`src/rtl/grid_astar_path_planner_macros.svh`:
```
// Assertion helpers shared by the planner.
`ifndef GRID_ASTAR_PATH_PLANNER_MACROS_SVH
`define GRID_ASTAR_PATH_PLANNER_MACROS_SVH

// Same-cycle implication, checked outside reset.
`define GAP_ASSERT_NOW(lbl, ante, cons, msg) \
  lbl: assert property (@(posedge clk) disable iff (!rst_n) (ante) |-> (cons)) else $error(msg);

// Next-cycle implication, checked outside reset.
`define GAP_ASSERT_NEXT(lbl, ante, cons, msg) \
  lbl: assert property (@(posedge clk) disable iff (!rst_n) (ante) |=> (cons)) else $error(msg);

`endif

```
`src/rtl/gap_pkg.sv`:
```
package gap_pkg;

  typedef struct packed {
    logic [1:0]  operation;
    logic [5:0]  row;
    logic [5:0]  col;
    logic        cell_free;
    logic [5:0]  dest_row;
    logic [5:0]  dest_col;
    logic [11:0] path_index;
  } in_t;

  typedef struct packed {
    logic [2:0]  status;
    logic [12:0] path_length;
    logic [5:0]  path_row;
    logic [5:0]  path_col;
  } out_t;

  typedef enum logic [1:0] {
    OP_MAP_WR  = 2'd0,
    OP_SEARCH  = 2'd1,
    OP_PATH_RD = 2'd2,
    OP_UNUSED  = 2'd3
  } op_t;

  typedef enum logic [2:0] {
    ST_OK       = 3'd0,
    ST_RANGE    = 3'd1,
    ST_BLOCKED  = 3'd2,
    ST_THERE    = 3'd3,
    ST_NO_PATH  = 3'd4,
    ST_OVERFLOW = 3'd5
  } status_t;

  // Neighbor order of expansion.
  typedef enum logic [1:0] {DIR_N, DIR_S, DIR_E, DIR_W} dir_t;

  // Direction of the step from a cell to its parent.
  typedef enum logic [1:0] {PAR_E, PAR_N, PAR_W, PAR_S} par_t;

  localparam logic [9:0] COST_UNREACHED = 10'h3FF;
  localparam logic [9:0] COST_MAX       = 10'd1022;

  typedef enum logic [4:0] {
    S_INIT, S_IDLE, S_DISP, S_RD_FIN, S_CHK_D, S_CHK_E, S_CLEAR, S_SEED,
    S_POP, S_POPW, S_LATCH, S_NB, S_NBW, S_INS_RD, S_INS_CMP, S_INS_PUT,
    S_TR, S_TR_MV
  } ctl_state_t;

  typedef enum logic [3:0] {
    C_IDLE, C_INIT_CLR, C_LOAD, C_MAP_WR, C_SRCH_START, C_CHK_D, C_CLEAR,
    C_SEED, C_POP, C_POPW, C_LATCH, C_NB, C_NBW, C_INS_CMP, C_INS_PUT, C_TR
  } dp_cmd_t;

  typedef struct packed {
    dp_cmd_t op;
    logic    tr_move;
    logic    adv_dir;
    logic    fin;
    status_t st;
  } dp_ctl_t;

  typedef struct packed {
    logic [1:0] op;
    logic       range_ok;
    logic       pair_free;
    logic       same_cell;
    logic       sweep_done;
    logic       open_empty;
    logic       open_full;
    logic       nb_ok;
    logic       nb_dest;
    logic       nb_take;
    logic       dir_last;
    logic       ins_zero;
    logic       ins_shift;
    logic       tr_end;
    logic       out_busy;
  } dp_sts_t;

  function automatic logic [6:0] manhattan(input logic [5:0] r, input logic [5:0] c,
                                           input logic [5:0] dr, input logic [5:0] dc);
    logic [5:0] a;
    logic [5:0] b;
    a = (r > dr) ? r - dr : dr - r;
    b = (c > dc) ? c - dc : dc - c;
    return {1'b0, a} + {1'b0, b};
  endfunction

  function automatic par_t back_dir(input dir_t d);
    par_t p;
    unique case (d)
      DIR_N: p = PAR_S;
      DIR_S: p = PAR_N;
      DIR_E: p = PAR_W;
      DIR_W: p = PAR_E;
    endcase
    return p;
  endfunction

endpackage

```
`src/rtl/gap_ctrl.sv`:
```
module gap_ctrl (
  input  logic             clk,
  input  logic             rst_n,
  input  logic             in_valid,
  output logic             in_ready,
  input  gap_pkg::dp_sts_t sts,
  output gap_pkg::dp_ctl_t ctl
);
  import gap_pkg::*;

  ctl_state_t state_r, state_nxt;

  always_ff @(posedge clk) begin
    if (!rst_n) state_r <= S_INIT;
    else        state_r <= state_nxt;
  end

  assign in_ready = (state_r == S_IDLE) && !sts.out_busy;

  always_comb begin
    state_nxt   = state_r;
    ctl         = '0;
    ctl.op      = C_IDLE;
    ctl.st      = ST_OK;
    unique case (state_r)
      S_INIT: begin
        ctl.op = C_INIT_CLR;
        if (sts.sweep_done) state_nxt = S_IDLE;
      end
      S_IDLE: begin
        if (in_valid && in_ready) begin
          ctl.op    = C_LOAD;
          state_nxt = S_DISP;
        end
      end
      S_DISP: begin
        unique case (sts.op)
          OP_MAP_WR: begin
            ctl.op    = C_MAP_WR;
            ctl.fin   = 1'b1;
            ctl.st    = sts.range_ok ? ST_OK : ST_RANGE;
            state_nxt = S_IDLE;
          end
          OP_SEARCH: begin
            ctl.op = C_SRCH_START;
            if (!sts.range_ok) begin
              ctl.fin   = 1'b1;
              ctl.st    = ST_RANGE;
              state_nxt = S_IDLE;
            end else begin
              state_nxt = S_CHK_D;
            end
          end
          OP_PATH_RD: state_nxt = S_RD_FIN;
          OP_UNUSED: begin
            ctl.fin   = 1'b1;
            ctl.st    = ST_RANGE;
            state_nxt = S_IDLE;
          end
        endcase
      end
      S_RD_FIN: begin
        ctl.fin   = 1'b1;
        ctl.st    = sts.range_ok ? ST_OK : ST_RANGE;
        state_nxt = S_IDLE;
      end
      S_CHK_D: begin
        ctl.op    = C_CHK_D;
        state_nxt = S_CHK_E;
      end
      S_CHK_E: begin
        priority if (!sts.pair_free) begin
          ctl.fin   = 1'b1;
          ctl.st    = ST_BLOCKED;
          state_nxt = S_IDLE;
        end else if (sts.same_cell) begin
          ctl.fin   = 1'b1;
          ctl.st    = ST_THERE;
          state_nxt = S_IDLE;
        end else begin
          state_nxt = S_CLEAR;
        end
      end
      S_CLEAR: begin
        ctl.op = C_CLEAR;
        if (sts.sweep_done) state_nxt = S_SEED;
      end
      S_SEED: begin
        ctl.op    = C_SEED;
        state_nxt = S_POP;
      end
      S_POP: begin
        ctl.op = C_POP;
        if (sts.open_empty) begin
          ctl.fin   = 1'b1;
          ctl.st    = ST_NO_PATH;
          state_nxt = S_IDLE;
        end else begin
          state_nxt = S_POPW;
        end
      end
      S_POPW: begin
        ctl.op    = C_POPW;
        state_nxt = S_LATCH;
      end
      S_LATCH: begin
        ctl.op    = C_LATCH;
        state_nxt = S_NB;
      end
      S_NB: begin
        ctl.op = C_NB;
        priority if (!sts.nb_ok) begin
          ctl.adv_dir = 1'b1;
          state_nxt   = sts.dir_last ? S_POP : S_NB;
        end else if (sts.nb_dest) begin
          state_nxt = S_TR;
        end else begin
          state_nxt = S_NBW;
        end
      end
      S_NBW: begin
        ctl.op = C_NBW;
        priority if (!sts.nb_take) begin
          ctl.adv_dir = 1'b1;
          state_nxt   = sts.dir_last ? S_POP : S_NB;
        end else if (sts.open_full) begin
          ctl.fin   = 1'b1;
          ctl.st    = ST_OVERFLOW;
          state_nxt = S_IDLE;
        end else begin
          state_nxt = S_INS_RD;
        end
      end
      S_INS_RD: state_nxt = sts.ins_zero ? S_INS_PUT : S_INS_CMP;
      S_INS_CMP: begin
        ctl.op    = C_INS_CMP;
        state_nxt = sts.ins_shift ? S_INS_RD : S_INS_PUT;
      end
      S_INS_PUT: begin
        ctl.op      = C_INS_PUT;
        ctl.adv_dir = 1'b1;
        state_nxt   = sts.dir_last ? S_POP : S_NB;
      end
      S_TR: begin
        ctl.op = C_TR;
        if (sts.tr_end) begin
          ctl.fin   = 1'b1;
          ctl.st    = ST_OK;
          state_nxt = S_IDLE;
        end else begin
          state_nxt = S_TR_MV;
        end
      end
      S_TR_MV: begin
        ctl.tr_move = 1'b1;
        state_nxt   = S_TR;
      end
    endcase
  end

endmodule

```
`config.mk`:
```
export PLATFORM = sky130hd
export DESIGN_NAME = gap_ctrl
export DESIGN_NICKNAME = d
export VERILOG_FILES = /design/src/rtl/grid_astar_path_planner_macros.svh /design/src/rtl/gap_pkg.sv /design/src/rtl/gap_ctrl.sv
export SDC_FILE = /design/constraint.sdc
export NUM_CORES = 1
export LEC_CHECK = 0
export BUFFER_PORTS_ARGS = -buffer_cell sky130_fd_sc_hd__clkbuf_2
export CORE_MARGIN = 3
export CORE_UTILIZATION = 55
export CTS_CLUSTER_DIAMETER = 40
export DETAILED_ROUTE_END_ITERATION = 10
export PLACE_DENSITY_LB_ADDON = 0.08
export SKIP_CTS_REPAIR_TIMING = 1
export SLEW_MARGIN = 20
export SYNTH_ARGS = -nofsm -noshare
export SYNTH_HDL_FRONTEND = slang
export SYNTH_SLANG_ARGS = --single-unit
```
`constraint.sdc`:
```
create_clock -name clk -period 3.3 [get_ports clk]
set_input_delay 0.66 -clock clk [delete_from_list [all_inputs] [get_ports clk]]
set_output_delay 0.66 -clock clk [all_outputs]
set_load 0.02 [all_outputs]
```
==> run metrics <==
status finished clean; drt via density 6.802; clk buf depth 2; vias in the first global route 1007; Core ar. 1577 um^2; Power Density 181.8 nW/um^2; Worst-Margin Slew 0.7359 ns; DP HPWL 2124 um; f_max 353.0 MHz; Avg Cell Area, Syn 6.904 um^2; Post-DP Area 1061 um^2; fillcell total 152; largest net degree at the start of global routing 38; Final setup viols 0; first-pass GRT wire length 4526 um; Multi-input gate area 747.0 um^2; Starting Density 60.87%; CP delay by family, top flip-flops; Hold WC Path Type input port to flop; largest registers state_r x5; Max VDD drop 0.1674 mV; total global-route track usage 27.69%; number of inserted diodes 0; Main synth FF type dfxtp_1; die area 2282 um^2; Buffers on Ports 29; CTS sink cnt 5; std cell rows 14; Area growth syn-to-layout 13.43%; total CTS buffers 3; Ys Warns 0; Worst Clk Skew 0.008752 ns; Hold Fails Final Rpt 0; CTS clock-pin slew for the worst setup and hold paths 0.05 ns; TritonCTS clock tree yes; initial antenna violation count 0; H-tree depth reported by CTS 1; Setup crit start kind flop; Worst Path Required 2.64 ns; critical path class flop to output port; buffers and inverters on the worst path 1; Distinct cells, synth 52; main area contributors after synthesis dfxtp_1 10%, nor2b_1 5.2%, a21oi_1 4.7%, nand2_1 3.9%, nand2b_1 3.9%; CP cell instances or2b_1 -> a2111oi_2 -> o21bai_1 -> a211o_1 -> clkbuf_2; critical path's slowest cell dfxtp_1; EDFF count, synth 0; Reg area 100.1 um^2; ys async rst share 0%; Final ANT Viol Nets 0; Mapped Area 959.7 um^2; static leakage 0.0004428 uW; share of cells above drive strength 1 24.84%; post-layout min period 2.833 ns; CTS root buf clkbuf_4; Vias 1204; chip width 47.77 um; setup TNS 0 ns; routability congestion estimate 0.9170; setup repair after global routing missed its margin no; Cells after Synth 139; DR WL/cell 16.41 um; max cap viols 0; drt pass-1 iters 4; Max Transition Viols Final 0; GRT overflow 0; Largest Register state_r; worst-path maximum fanout 20; IO Count 30; drt initial violations 54; crit share post-route 85.85%; crit end category output port; Arr. time, crit path 2.17 ns; post-synth top area share 10.43%; Synth Net Count 158; CP peak stage delay 0.75 ns; final instance area 1089 um^2; Synth area leader dfxtp_1; clk_lat worst skew 0.26 ns; Seq/Total Area, Yosys 10.43%; Final #Nets 181; DR DRC count 0; post-detailed-routing wire length 2905 um; die height 47.77 um; Largest register FFs 5; headroom to the max-slew limit 50.88%; Yosys reg bits 5
## power by group
group          leakage [uW]  switching (uW)  internal, uW
registers         0.0000406           0.731          61.6
logic              0.000385            35.7          25.1
clock network     0.0000177            30.6          44.2
total              0.000443            67.0           131
## worst register-to-register path: stages, from the launching register on
cell      delay (ns)
dfxtp_1         0.79
nor2b_1         0.61
nand4b_1        0.23
nor2b_1         0.18
a41oi_1         0.22
## Yosys cell counts, types with 3 or more instances
cell type  instances
nor2_1             7
o32ai_1            3
nor2b_1            8
buf_6              3
o21ai_0            7
a21oi_1            9
nand2b_1           6
nor3_1             6
dfxtp_1            5
o31a_1             3
nor4_1             3
nand3_1            5
inv_1              7
buf_2              6
nand2_1           10
clkbuf_1           4
## cell usage in the layout, fill, tap and decap left out, types with 3 or more instances in the layout
| cell type | instances |
|---|---|
| nor2b_1 | 8 |
| nor3_1 | 6 |
| o21ai_0 | 7 |
| a21oi_1 | 9 |
| buf_4 | 3 |
| nor4_1 | 3 |
| nand2_1 | 10 |
| clkbuf_2 | 29 |
| nor2_1 | 7 |
| inv_1 | 7 |
| nand3_1 | 5 |
| o31a_1 | 3 |
| nand2b_1 | 6 |
| clkbuf_4 | 3 |
| dfxtp_1 | 5 |
| o32ai_1 | 3 |
## path summary, 6_finish.rpt
kind	from	to	slack [ns]	depth (start not counted)
setup / recovery	state_r[3]$_SDFFE_PN0P_	ctl[3]	0.47	5
hold / removal	rst_n	state_r[2]$_SDFFE_PN0P_	0.67	2
setup reg to reg	state_r[2]$_SDFFE_PN0P_	state_r[0]$_SDFFE_PN0P_	1.18	4
hold reg to reg	state_r[4]$_SDFFE_PN0P_	state_r[2]$_SDFFE_PN0P_	0.81	3
## logic make-up (layout without fill, tap and decap cells)
family          after synthesis  in the layout  synth area share [%]
compound gates               44             44                 33.77
xor+xnor                      1              1                0.9128
buf+inv                      21             43                 11.73
simple gates                 66             66                 40.94
mux                           2              2                 2.216
flops                         5              5                 10.43
## metrics by stage
step / setup WS (ns) / util (%) / cells / hold slack [ns] / total power, uW
3_5_place_dp: 0.7879 / 67.30 / 173 / 0.7945 / 123.1
6_report: 0.4668 / 69.05 / 177 / 0.6681 / 197.9
4_1_cts: 0.5022 / 69.05 / 177 / 0.6607 / 197.8
5_1_grt: 0.3299 / 69.05 / 177 / 0.6794 / 208.9
2_1_floorplan: 0.8578 / - / 139 / 0.6538 / 100.7
3_3_place_gp: 0.8745 / 67.30 / 173 / 0.7794 / 122.6
## layout make-up
type	instances	area share, %
well taps	16	1.839
repair buffers	32	15.40
inverters	7	2.414
clock inverters	1	0.4598
flip-flops and latches	5	9.195
multi-input cells	113	68.62
clock buffers	3	2.069
## layer usage
| layer | share of wire [%] | global-route usage [%] |
|---|---|---|
| met5 | 0 | 0 |
| met4 | 2.5 | 9.677 |
| met3 | 9.9 | 3.008 |
| met2 | 46 | 45.38 |
| met1 | 41 | 37.25 |
(Power assumes the default switching activity.)
